<file path="config.mk">
export PLATFORM = sky130hd
export DESIGN_NAME = encoder_position_pd_controller_flat
export DESIGN_NICKNAME = d
export VERILOG_FILES = /design/src/enc_pd_pkg.sv /design/src/enc_pd_sample_if.sv /design/src/enc_pd_result_if.sv /design/src/enc_pd_cfg_if.sv /design/src/encoder_position_pd_controller.sv /design/src/flat_wrapper.sv
export SDC_FILE = /design/constraint.sdc
export NUM_CORES = 2
export LEC_CHECK = 0
export CAP_MARGIN = 20
export CORE_MARGIN = 2
export CORE_UTILIZATION = 50
export CTS_CLUSTER_SIZE = 28
export DETAILED_ROUTE_END_ITERATION = 16
export DONT_BUFFER_PORTS = 1
export PLACE_DENSITY = 0.7
export SYNTH_ARGS = -nofsm -noshare
export SYNTH_HDL_FRONTEND = slang
export SYNTH_SLANG_ARGS = --single-unit
</file>
<file path="constraint.sdc">
create_clock -name clk -period 11.5 [get_ports clk]
set_input_delay 0 -clock clk [delete_from_list [all_inputs] [get_ports clk]]
set_output_delay 0 -clock clk [all_outputs]
set_load 0.01 [all_outputs]
</file>
<file path="src/enc_pd_pkg.sv">
// ----------------------------------------------------------------------------
// enc_pd_pkg
// shared widths, register indexes and reset values of the encoder pd controller
// ----------------------------------------------------------------------------
package enc_pd_pkg;

  // fractional bits of the q-format gains
  localparam int GAIN_FRAC_BITS_DEF = 8;

  localparam int COUNT_W  = 16;
  localparam int POS_W    = 32;
  localparam int GAIN_W   = 16;
  localparam int LIMIT_W  = 15;
  localparam int CMP_W    = 16;
  localparam int CFG_IDX_W  = 3;
  localparam int CFG_DATA_W = 16;

  // configuration register indexes
  typedef enum logic [CFG_IDX_W-1:0] {
    REG_GAIN_P           = 3'd0,
    REG_GAIN_D           = 3'd1,
    REG_INVERT_ENCODER   = 3'd2,
    REG_INVERT_DIRECTION = 3'd3,
    REG_CONTROL_LIMIT    = 3'd4,
    REG_COMPARE_LIMIT    = 3'd5,
    REG_DEADBAND         = 3'd6,
    REG_MIN_DRIVE        = 3'd7
  } reg_idx_t;

  // reset values
  localparam logic [GAIN_W-1:0]  GAIN_P_RST        = 16'd256;
  localparam logic [GAIN_W-1:0]  GAIN_D_RST        = 16'd0;
  localparam logic [LIMIT_W-1:0] CONTROL_LIMIT_RST = 15'd1000;
  localparam logic [CMP_W-1:0]   COMPARE_LIMIT_RST = 16'd999;
  localparam logic [CMP_W-1:0]   DEADBAND_RST      = 16'd3;
  localparam logic [LIMIT_W-1:0] MIN_DRIVE_RST     = 15'd80;

endpackage

</file>
<file path="src/enc_pd_sample_if.sv">
// ----------------------------------------------------------------------------
// enc_pd_sample_if
// input channel: encoder counter and target position for one control tick
// ----------------------------------------------------------------------------
interface enc_pd_sample_if import enc_pd_pkg::*; ();
  logic                    valid;
  logic                    ready;
  logic [COUNT_W-1:0]      raw_count;
  logic signed [POS_W-1:0] target_position;

  modport source (output valid, raw_count, target_position, input ready);
  modport sink   (input valid, raw_count, target_position, output ready);
endinterface

</file>
<file path="src/enc_pd_result_if.sv">
// ----------------------------------------------------------------------------
// enc_pd_result_if
// output channel: direction, pwm compare value, settled flag and position
// ----------------------------------------------------------------------------
interface enc_pd_result_if import enc_pd_pkg::*; ();
  logic                    valid;
  logic                    ready;
  logic                    direction;
  logic [CMP_W-1:0]        compare_value;
  logic                    settled;
  logic signed [POS_W-1:0] position;

  modport source (output valid, direction, compare_value, settled, position, input ready);
  modport sink   (input valid, direction, compare_value, settled, position, output ready);
endinterface

</file>
<file path="src/enc_pd_cfg_if.sv">
// ----------------------------------------------------------------------------
// enc_pd_cfg_if
// configuration write channel: register index and write data
// ----------------------------------------------------------------------------
interface enc_pd_cfg_if import enc_pd_pkg::*; ();
  logic                  valid;
  logic                  ready;
  logic [CFG_IDX_W-1:0]  index;
  logic [CFG_DATA_W-1:0] data;

  modport source (output valid, index, data, input ready);
  modport sink   (input valid, index, data, output ready);
endinterface

</file>
<file path="src/encoder_position_pd_controller.sv">
// ----------------------------------------------------------------------------
// encoder_position_pd_controller
// pd position loop on a wrapping quadrature counter, with deadband, kick and clamps
// ----------------------------------------------------------------------------
// usage
//   sample : one word per control tick, the raw 16-bit counter and the target
//   result : one word per sample, direction pin level, pwm compare value,
//            settled flag and the accumulated position after that tick
//   cfg    : register writes, always ready; write only while no word is in flight
// timing
//   a three-stage pipeline: stage one integrates the counter delta and forms
//   error and derivative (this loop on the position and previous error is what
//   sets the one-word-per-cycle rate), stage two holds the two gain products
//   and the deadband test, stage three sums, kicks, clamps and registers the
//   result. result valid rises once the word has passed the stage one, two and
//   three registers; one word per cycle is sustained while result.ready is high.
// stalls
//   each stage advances when the one after it is empty or moving, so bubbles
//   are squeezed out and new words are taken while a finished result waits.
//   with all stages full and the receiver stalling, sample.ready drops.
// reset
//   rst (synchronous) empties the pipeline, clears counter, position and
//   previous error, and loads the register reset values
// ----------------------------------------------------------------------------
module encoder_position_pd_controller import enc_pd_pkg::*; #(
  parameter int GainFracBits = GAIN_FRAC_BITS_DEF
) (
  input  logic              clk,
  input  logic              rst,
  enc_pd_cfg_if.sink        cfg,
  enc_pd_sample_if.sink     sample,
  enc_pd_result_if.source   result
);

  localparam int ProdW  = GAIN_W + POS_W;   // one gain product
  localparam int AccW   = ProdW + 1;        // sum of both products
  localparam int ErrMagW = POS_W + 1;       // exact magnitude of the error

  // configuration registers
  logic signed [GAIN_W-1:0] gain_p;
  logic signed [GAIN_W-1:0] gain_d;
  logic                     invert_encoder;
  logic                     invert_direction;
  logic [LIMIT_W-1:0]       control_limit;
  logic [CMP_W-1:0]         compare_limit;
  logic [CMP_W-1:0]         deadband;
  logic [LIMIT_W-1:0]       min_drive;

  // loop state
  logic [COUNT_W-1:0]      last_count;
  logic signed [POS_W-1:0] position_acc;
  logic signed [POS_W-1:0] previous_error;

  // pipeline control
  logic v1, v2, v3;
  logic en1, en2, en3;
  logic accept;

  // stage one
  logic signed [POS_W-1:0] err1, der1, pos1;
  // stage two
  logic signed [ProdW-1:0] prod_p, prod_d;
  logic                    settled2;
  logic signed [POS_W-1:0] pos2;
  // stage three, the result register
  logic                    direction;
  logic [CMP_W-1:0]        compare_value;
  logic                    settled3;
  logic signed [POS_W-1:0] pos3;

  // configuration writes
  always_ff @(posedge clk) begin
    if (rst) begin
      gain_p           <= GAIN_P_RST;
      gain_d           <= GAIN_D_RST;
      invert_encoder   <= 1'b0;
      invert_direction <= 1'b0;
      control_limit    <= CONTROL_LIMIT_RST;
      compare_limit    <= COMPARE_LIMIT_RST;
      deadband         <= DEADBAND_RST;
      min_drive        <= MIN_DRIVE_RST;
    end else if (cfg.valid) begin
      case (reg_idx_t'(cfg.index))
        REG_GAIN_P:           gain_p           <= cfg.data;
        REG_GAIN_D:           gain_d           <= cfg.data;
        REG_INVERT_ENCODER:   invert_encoder   <= cfg.data[0];
        REG_INVERT_DIRECTION: invert_direction <= cfg.data[0];
        REG_CONTROL_LIMIT:    control_limit    <= cfg.data[LIMIT_W-1:0];
        REG_COMPARE_LIMIT:    compare_limit    <= cfg.data;
        REG_DEADBAND:         deadband         <= cfg.data;
        REG_MIN_DRIVE:        min_drive        <= cfg.data[LIMIT_W-1:0];
        default: ;
      endcase
    end
  end

  assign cfg.ready = 1'b1;

  // handshake: a stage takes a new word when it is empty or passing its own on
  assign en3    = !v3 || result.ready;
  assign en2    = !v2 || en3;
  assign en1    = !v1 || en2;
  assign accept = sample.valid && en1;

  assign sample.ready = en1;

  // stage one: wrapped counter delta into the position, then error and derivative
  logic [COUNT_W-1:0]      delta_raw, delta;
  logic signed [POS_W-1:0] pos_next, err_next, der_next;

  always_comb begin
    delta_raw = sample.raw_count - last_count;
    // negation wraps in 16 bits, so the most negative delta stays as it is
    delta     = invert_encoder ? (COUNT_W'(0) - delta_raw) : delta_raw;
    pos_next  = position_acc + {{(POS_W-COUNT_W){delta[COUNT_W-1]}}, delta};
    err_next  = sample.target_position - pos_next;
    der_next  = err_next - previous_error;
  end

  always_ff @(posedge clk) begin
    if (rst) begin
      last_count     <= '0;
      position_acc   <= '0;
      previous_error <= '0;
      v1             <= 1'b0;
    end else begin
      if (en1) v1 <= accept;
      if (accept) begin
        last_count     <= sample.raw_count;
        position_acc   <= pos_next;
        previous_error <= err_next;
      end
    end
  end

  always_ff @(posedge clk) begin
    if (accept) begin
      err1 <= err_next;
      der1 <= der_next;
      pos1 <= pos_next;
    end
  end

  // stage two: gain products and the deadband test on the exact |error|
  logic [ErrMagW-1:0] err_ext, err_mag;

  always_comb begin
    err_ext = {err1[POS_W-1], err1};
    err_mag = err1[POS_W-1] ? (ErrMagW'(0) - err_ext) : err_ext;
  end

  always_ff @(posedge clk) begin
    if (rst) begin
      v2 <= 1'b0;
    end else if (en2) begin
      v2 <= v1;
    end
  end

  always_ff @(posedge clk) begin
    if (v1 && en2) begin
      prod_p   <= ProdW'(gain_p) * ProdW'(err1);
      prod_d   <= ProdW'(gain_d) * ProdW'(der1);
      settled2 <= err_mag <= ErrMagW'(deadband);
      pos2     <= pos1;
    end
  end

  // stage three: sum, kick floor, drive clamp, truncation, compare clamp
  logic signed [AccW-1:0] acc;
  logic [AccW-1:0]        acc_mag, kick, lim, mag_kicked, mag_clamped;
  logic [LIMIT_W-1:0]     drive_mag;
  logic                   drive_neg;
  logic                   dir_next;
  logic [CMP_W-1:0]       cmp_next;

  always_comb begin
    acc     = AccW'(prod_p) + AccW'(prod_d);
    acc_mag = acc[AccW-1] ? (AccW'(0) - acc) : acc;
    kick    = AccW'(min_drive) << GainFracBits;
    lim     = AccW'(control_limit) << GainFracBits;
    // kick and clamp act on the magnitude alike for both signs
    mag_kicked  = (acc_mag != '0 && acc_mag < kick) ? kick : acc_mag;
    mag_clamped = (mag_kicked > lim) ? lim : mag_kicked;
    // truncation toward zero drops the fraction of the magnitude
    drive_mag   = LIMIT_W'(mag_clamped >> GainFracBits);
    drive_neg   = acc[AccW-1] && (drive_mag != '0);
    if (settled2) begin
      dir_next = !invert_direction;
      cmp_next = '0;
    end else begin
      dir_next = (!drive_neg) ^ invert_direction;
      cmp_next = (CMP_W'(drive_mag) > compare_limit) ? compare_limit : CMP_W'(drive_mag);
    end
  end

  always_ff @(posedge clk) begin
    if (rst) begin
      v3 <= 1'b0;
    end else if (en3) begin
      v3 <= v2;
    end
  end

  always_ff @(posedge clk) begin
    if (v2 && en3) begin
      direction     <= dir_next;
      compare_value <= cmp_next;
      settled3      <= settled2;
      pos3          <= pos2;
    end
  end

  assign result.valid         = v3;
  assign result.direction     = direction;
  assign result.compare_value = compare_value;
  assign result.settled       = settled3;
  assign result.position      = pos3;

`ifndef NO_ASSERTIONS
  // a settled tick drives nothing
  a_settled_zero: assert property (@(posedge clk) disable iff (rst)
    v3 && settled3 |-> compare_value == '0 && direction == !invert_direction)
    else $error("settled result with nonzero drive");

  // the compare value never exceeds its limit
  a_cmp_limit: assert property (@(posedge clk) disable iff (rst)
    v3 |-> compare_value <= compare_limit)
    else $error("compare value above compare limit");

  // an accepted word always lands in stage one
  a_accept_fill: assert property (@(posedge clk) disable iff (rst)
    accept |=> v1)
    else $error("accepted word lost at stage one");

  // a stalled result keeps the pipeline behind it from overrunning it
  a_stall_hold: assert property (@(posedge clk) disable iff (rst)
    v3 && !result.ready |=> v3 && $stable(pos3) && $stable(compare_value))
    else $error("stalled result overwritten");
`endif

endmodule

</file>
<file path="src/flat_wrapper.sv">
// flat-port wrapper written by rule: the top's interface ports become plain ports
module encoder_position_pd_controller_flat import enc_pd_pkg::*;
#(
  parameter int GainFracBits = GAIN_FRAC_BITS_DEF
)
  (clk, rst, cfg_valid, cfg_index, cfg_data, cfg_ready, sample_valid, sample_raw_count, sample_target_position, sample_ready, result_valid, result_direction, result_compare_value, result_settled, result_position, result_ready);
  enc_pd_cfg_if cfg_i ();
  enc_pd_sample_if sample_i ();
  enc_pd_result_if result_i ();
  input  logic clk;
  input  logic rst;
  input wire logic [$bits(cfg_i.valid)-1:0] cfg_valid;
  input wire logic [$bits(cfg_i.index)-1:0] cfg_index;
  input wire logic [$bits(cfg_i.data)-1:0] cfg_data;
  output wire logic [$bits(cfg_i.ready)-1:0] cfg_ready;
  input wire logic [$bits(sample_i.valid)-1:0] sample_valid;
  input wire logic [$bits(sample_i.raw_count)-1:0] sample_raw_count;
  input wire logic [$bits(sample_i.target_position)-1:0] sample_target_position;
  output wire logic [$bits(sample_i.ready)-1:0] sample_ready;
  output wire logic [$bits(result_i.valid)-1:0] result_valid;
  output wire logic [$bits(result_i.direction)-1:0] result_direction;
  output wire logic [$bits(result_i.compare_value)-1:0] result_compare_value;
  output wire logic [$bits(result_i.settled)-1:0] result_settled;
  output wire logic [$bits(result_i.position)-1:0] result_position;
  input wire logic [$bits(result_i.ready)-1:0] result_ready;
  assign cfg_i.valid = cfg_valid;
  assign cfg_i.index = cfg_index;
  assign cfg_i.data = cfg_data;
  assign cfg_ready = cfg_i.ready;
  assign sample_i.valid = sample_valid;
  assign sample_i.raw_count = sample_raw_count;
  assign sample_i.target_position = sample_target_position;
  assign sample_ready = sample_i.ready;
  assign result_valid = result_i.valid;
  assign result_direction = result_i.direction;
  assign result_compare_value = result_i.compare_value;
  assign result_settled = result_i.settled;
  assign result_position = result_i.position;
  assign result_i.ready = result_ready;
  encoder_position_pd_controller #(.GainFracBits(GainFracBits)) u_core (.clk(clk), .rst(rst), .cfg(cfg_i), .sample(sample_i), .result(result_i));
endmodule
</file>
# After elaboration in Yosys (flattened, before gate mapping)
# Index checks and enable logic that the tools add are counted.
# word_totals
output_inout_bits	53
regBits	454
wordCells	81
# classes
n_lt_le_gt_ge	4
bitwise_logic	2
reduce_logical	25
muxes	7
mul	2
addsub	8
n_eq_ne	7
# op_table
op	count
$mux W49	2
$mul A16 B32 Y48	2
$sub A32 B32 Y32	2
$add A48 B48 Y49	1
$gt A49 B23 Y1	1
$lt A49 B23 Y1	1
$reduce_bool A49 Y1	1
$sub A1 B49 Y49 const A	1
$le A33 B16 Y1	1
$mux W33	1
$sub A1 B32 Y33 const A	1
$add A32 B32 Y32	1
$mux W23	1
$gt A15 B16 Y1	1
$mux W16	1
$reduce_and A2 Y1	8
$sub A1 B16 Y16 const A	1
$sub A16 B16 Y16	1
$mux W15	1
$reduce_bool A15 Y1	1
$eq A3 B3 Y1 const B	4
$eq A3 B2 Y1 const B	2
$logic_and A1 B1 Y1	5
$logic_not A1 Y1	5
7 further kinds	9

# Depth between registers and ports, before layout
# depth
ltp_word	13
mapped_depth	57

# Least setup slack after synthesis
# Ideal clock, no wire load.
# synth_path
path_type	reg2reg
start	register u_core.v3, in the netlist u_core.result.valid
end	register u_core.pos2[0], enable pin
t_required_ns	10.685
setup_time_ns	0.815
slack_ns	0.856
arrival_time_ns	9.829
synth_period_minus_slack_ns	10.644
path_stages_with_launch	3
path_cell_list	dfxtp_1 -> nor2b_1 -> a21boi_0
# synth_between
elab_chain_cells	4
# synth_lines
item	line_no	rtl
from (decl)	encoder_position_pd_controller.sv:55	logic v1, v2, v3;
from (signal assigned)	encoder_position_pd_controller.sv:201	v3 <= v2;
$logic_not A1 Y1	encoder_position_pd_controller.sv:100	assign en3 = !v3 || result.ready;
$logic_or A1 B1 Y1	encoder_position_pd_controller.sv:100	
$logic_or A1 B1 Y1	encoder_position_pd_controller.sv:101	assign en2 = !v2 || en3;
$logic_and A1 B1 Y1	encoder_position_pd_controller.sv:161	if (v1 && en2) begin
to (signal assigned)	encoder_position_pd_controller.sv:165	pos2 <= pos1;
to (decl)	encoder_position_pd_controller.sv:64	logic signed [POS_W-1:0] pos2;
# Every way passes these cells.
# A chain may end at the register's enable or synchronous reset.

# Final worst setup path
# layout_path
start	register u_core.prod_p[0]
end	register u_core.compare_value[13], in the netlist u_core.result.compare_value[13], data pin
# layout_between
elab_chain_cells	10
elab_cells_between_ends	11
classes_between	add/sub: 2; order compare: 3; mux: 4; reduce/logical: 2
# layout_lines
item	line_no	rtl
from (decl)	encoder_position_pd_controller.sv:62	logic signed [ProdW-1:0] prod_p, prod_d;
from (signal assigned)	encoder_position_pd_controller.sv:162	prod_p <= ProdW'(gain_p) * ProdW'(err1);
$add A48 B48 Y49 *	encoder_position_pd_controller.sv:178	acc = AccW'(prod_p) + AccW'(prod_d);
$sub A1 B49 Y49	encoder_position_pd_controller.sv:179	acc_mag = acc[AccW-1] ? (AccW'(0) - acc) : acc;
$mux W49 *	encoder_position_pd_controller.sv:179	
$lt A49 B23 Y1 or $reduce_bool A49 Y1 (tied branches)	encoder_position_pd_controller.sv:183	mag_kicked = (acc_mag != '0 && acc_mag < kick) ? kick : acc_mag;
$logic_and A1 B1 Y1	encoder_position_pd_controller.sv:183	
$mux W49 *	encoder_position_pd_controller.sv:183	
$gt A49 B23 Y1	encoder_position_pd_controller.sv:184	mag_clamped = (mag_kicked > lim) ? lim : mag_kicked;
$mux W23 *	encoder_position_pd_controller.sv:184	
$gt A15 B16 Y1	encoder_position_pd_controller.sv:193	cmp_next = (CMP_W'(drive_mag) > compare_limit) ? compare_limit : CMP_W'(drive_mag);
$mux W15 *	encoder_position_pd_controller.sv:193	
to (signal assigned)	encoder_position_pd_controller.sv:208	compare_value <= cmp_next;
to (decl)	encoder_position_pd_controller.sv:67	logic [CMP_W-1:0] compare_value;
# Mark *: on every way between the ends. The rest lies on a longest branch, timed or not.

==> run summary <==
status = finished, final reports clean
TritonCTS Buffers = 52
path type of the worst min-delay path = in -> reg
Horiz. Die Dim = 357 um
highest cell delay on the worst timing path = 0.48 ns
maximum fanout encountered on the critical timing path = 30
area of the die = 0.128 mm2
hold violation total from the final report = 0
RSZ-0062 raised after global routing = no
number of vias per cell = 5.68
Yosys cell types = 97
wire length per cell = 21.2 um
most area-consuming cells after synthesis = sky130_fd_sc_hd__fa_1 (31%), sky130_fd_sc_hd__edfxtp_1 (13%), sky130_fd_sc_hd__ha_1 (9.0%)
pin count of the biggest net entering global routing = 180
wire length of the first global-routing pass = 285 mm
overall power = 16.7 mW
sequential share of the synthesized area = 0.190
min cycle time layout = 10.50 ns
DRC violation count after routing = 0
cell mode on critical path = sky130_fd_sc_hd__o21a_1
critical path endpoint category = flip-flop
Fill cells = 11,050
Peak VDD IR = 0.000296 V
vias in the first global route = 50,277
cell chosen for the clock root = sky130_fd_sc_hd__clkbuf_16
start-to-end type of the worst setup path = reg -> reg
count of nets after finishing = 8,359
Clock transition at path regs = 0.07 ns
number of setup violations in the final report = 0
H-tree levels = 2
Skew-Pair Late Insertion Delay = 0.64 ns
final setup margin = 0.995 ns
Congestion Overflow GR = 0
Max Cap Violations = 0
total power per unit cell area = 250 mW/mm2
post-DP HPWL = 138 mm
R2R cell count = 52
fraction of final layout cells with drive strength greater than 1 = 0.0416
pre-CTS worst setup slack = 1.00 ns
number of flops mapped to enable cells by yosys = 275
number of detailed-routing iterations run before antenna repair = 6
floorplan row count = 129
maximum buffer depth of the clock tree = 3
transition time at the pin with the least slew margin = 1.18 ns
final hold slack = 0.0278 ns
Netlist Area Pre-Place = 0.0624 mm2
effective utilization at floorplan = 0.504
combined flip-flop and latch cell area = 0.0119 mm2
worst path bufs/invs = 3
Floorplan Core Area = 0.124 mm2
Syn. warnings = 0
number of max-slew violations in the final report = 0
category of the worst setup path launch point = flip-flop
clk sinks = 454
Final TNS setup = 0 ns
Synth Area per Inst = 9.04 um2
cell type group with the largest total delay on the critical path = compound AO/OA/AOI/OAI gates
area of the multi-input gates = 0.0450 mm2
post-synthesis register bit count = 454
total routing usage reported by global routing = 0.289
slowest stage cell, crit path = sky130_fd_sc_hd__fa_1
DRT iter0 DRCs = 4,043
GPL Wtd Cong = 0.930
Cells after Synth = 6,904
Port Buf Inserts = 0
worst setup skew after layout = 0.0504 ns
area fraction of the dominant cell type after synthesis = 0.313
number of vias in the routed layout = 48,581
layout overhead on the synthesized area = 7.43%
Antenna Nets Post-Route = 0
number of placed I/O pins = 125
clock tree from TritonCTS = built
total number of cells along the worst setup path = 52
chip height = 357 um
worst hold path stage count = 4
maximum frequency from static timing analysis = 95.2 MHz
total routed wirelength = 182 mm
setup bufs post-CTS = 0
data arrival at the endpoint of the critical path = 10.84 ns
most instantiated flip-flop cell in the synthesis netlist = sky130_fd_sc_hd__edfxtp_1
flop2flop setup slack = 1.0 ns
period utilisation layout = 0.913
proportion of synthesized flip-flops having asynchronous set or reset = 0
post-synthesis net count = 8,400
antenna violations before repair = 18
Slew headroom = 0.200
largest area contributor in the synthesized netlist = sky130_fd_sc_hd__fa_1
data required time at the worst endpoint = 11.84 ns
P_leak = 28.0 nW
==> layout make-up <==
| type | count | area share |
|---|---|---|
| Clock buffer | 66 | 0.0222 |
| Antenna cell | 7 | 0.000261 |
| Tap cell | 1637 | 0.0305 |
| Multi-Input combinational cell | 4970 | 0.671 |
| Sequential cell | 454 | 0.177 |
| Timing Repair Buffer | 205 | 0.0268 |
| Inverter | 1180 | 0.0661 |
| Clock inverter | 32 | 0.00595 |
==> through the flow <==
step | instances | utilization | instance area (um2)
floorplan | 6904 | - | 62400
CTS | 8544 | 0.542 | 67000
detailed placement | 8349 | 0.518 | 64200
global placement | 8349 | 0.518 | 64200
finish | 8551 | 0.542 | 67100
global route | 8546 | 0.542 | 67000
==> placed cells by master (no fill, tap or decap), types with 167 or more instances in the layout <==
master / Yosys / final
sky130_fd_sc_hd__inv_1: 1180 / 1179
sky130_fd_sc_hd__nand2_1: 1084 / 1083
sky130_fd_sc_hd__fa_1: 977 / 977
sky130_fd_sc_hd__ha_1: 447 / 447
sky130_fd_sc_hd__a21oi_1: 407 / 407
sky130_fd_sc_hd__and2_1: 375 / 375
sky130_fd_sc_hd__edfxtp_1: 275 / 275
sky130_fd_sc_hd__nor2_1: 245 / 245
sky130_fd_sc_hd__xnor2_1: 206 / 206
sky130_fd_sc_hd__dfxtp_1: 179 / 167
==> flip-flops by register name, summed over array words and instances (netlist names), 32 cells and up <==
| register | flops |
|---|---|
| u_core.der1 | 32 |
| u_core.err1 | 32 |
| u_core.pos1 | 32 |
| u_core.pos2 | 32 |
| u_core.position_acc | 32 |
| u_core.previous_error | 32 |
| u_core.prod_d | 48 |
| u_core.prod_p | 48 |
| u_core.result.position | 32 |
==> path summary, 6_finish.rpt <==
kind                                     end                 from
max          u_core.result.compare_value[13]     u_core.prod_p[0]
min                           u_core.pos1[0]  sample_raw_count[0]
max reg2reg  u_core.result.compare_value[13]     u_core.prod_p[0]
min reg2reg       u_core.result.position[11]      u_core.pos2[11]
==> layer usage <==
| metal | GRT usage | wire length, um | vias up |
|---|---|---|---|
| met5 | 0 | 90 | - |
| met3 | 0.0545 | 16000 | 419 |
| met4 | 0.114 | 8300 | 14 |
| met1 | 0.381 | 72900 | 24463 |
| li1 | - | - | 21893 |
| met2 | 0.472 | 84400 | 1792 |
==> kinds of logic (layout without fill, tap and decap cells) <==
kind of cell / Yosys count / after routing / synth area share
and+or+nand+nor: 2240 / 2240 / 0.171
buffers and inverters: 1480 / 1483 / 0.0897
adders and majority gates: 1424 / 1424 / 0.403
AOI/OAI and AO/OA: 981 / 981 / 0.0996
DFF: 454 / 454 / 0.190
xor gates and xnor gates: 272 / 272 / 0.0388
muxes: 51 / 51 / 0.00850
other: 2 / 9 / 0.000120
==> synth_stat cells, drive strengths merged (14+ instances only) <==
cell / instances
a211o: 26
a211oi: 30
a21o: 86
a21oi: 407
a31oi: 22
and2: 375
and3: 40
buf: 16
clkbuf: 284
dfxtp: 179
edfxtp: 275
fa: 977
ha: 447
inv: 1180
mux2i: 38
nand2: 1084
nand2b: 99
nand3: 89
nand4: 39
nor2: 246
nor2b: 43
nor3: 87
nor4: 29
o21a: 38
o21ai: 159
o21bai: 32
o31ai: 32
or2: 17
or3: 50
or4: 14
xnor2: 206
xor2: 65
==> report_power, final <==
group | internal [mW] | switching [mW] | total (mW)
sequential | 2.53 | 0.464 | 3.00
combinational | 4.29 | 7.65 | 11.9
clock | 1.04 | 0.758 | 1.80
total | 7.87 | 8.87 | 16.7
==> tightest hold or removal path, stage by stage <==
cell and delay [ns]:
sky130_fd_sc_hd__inv_1 0.04, sky130_fd_sc_hd__ha_1 0.25, sky130_fd_sc_hd__inv_1 0.06, sky130_fd_sc_hd__ha_1 0.19
==> what timing repair did <==
action | 4_1_cts | 5_1_grt
gates resized for setup | 0 | 0
hold endpoints to repair | 215 | 0
endpoints found under the setup margin | 0 | 5
hold buffers | 97 | 0
(Power assumes the default switching activity.)
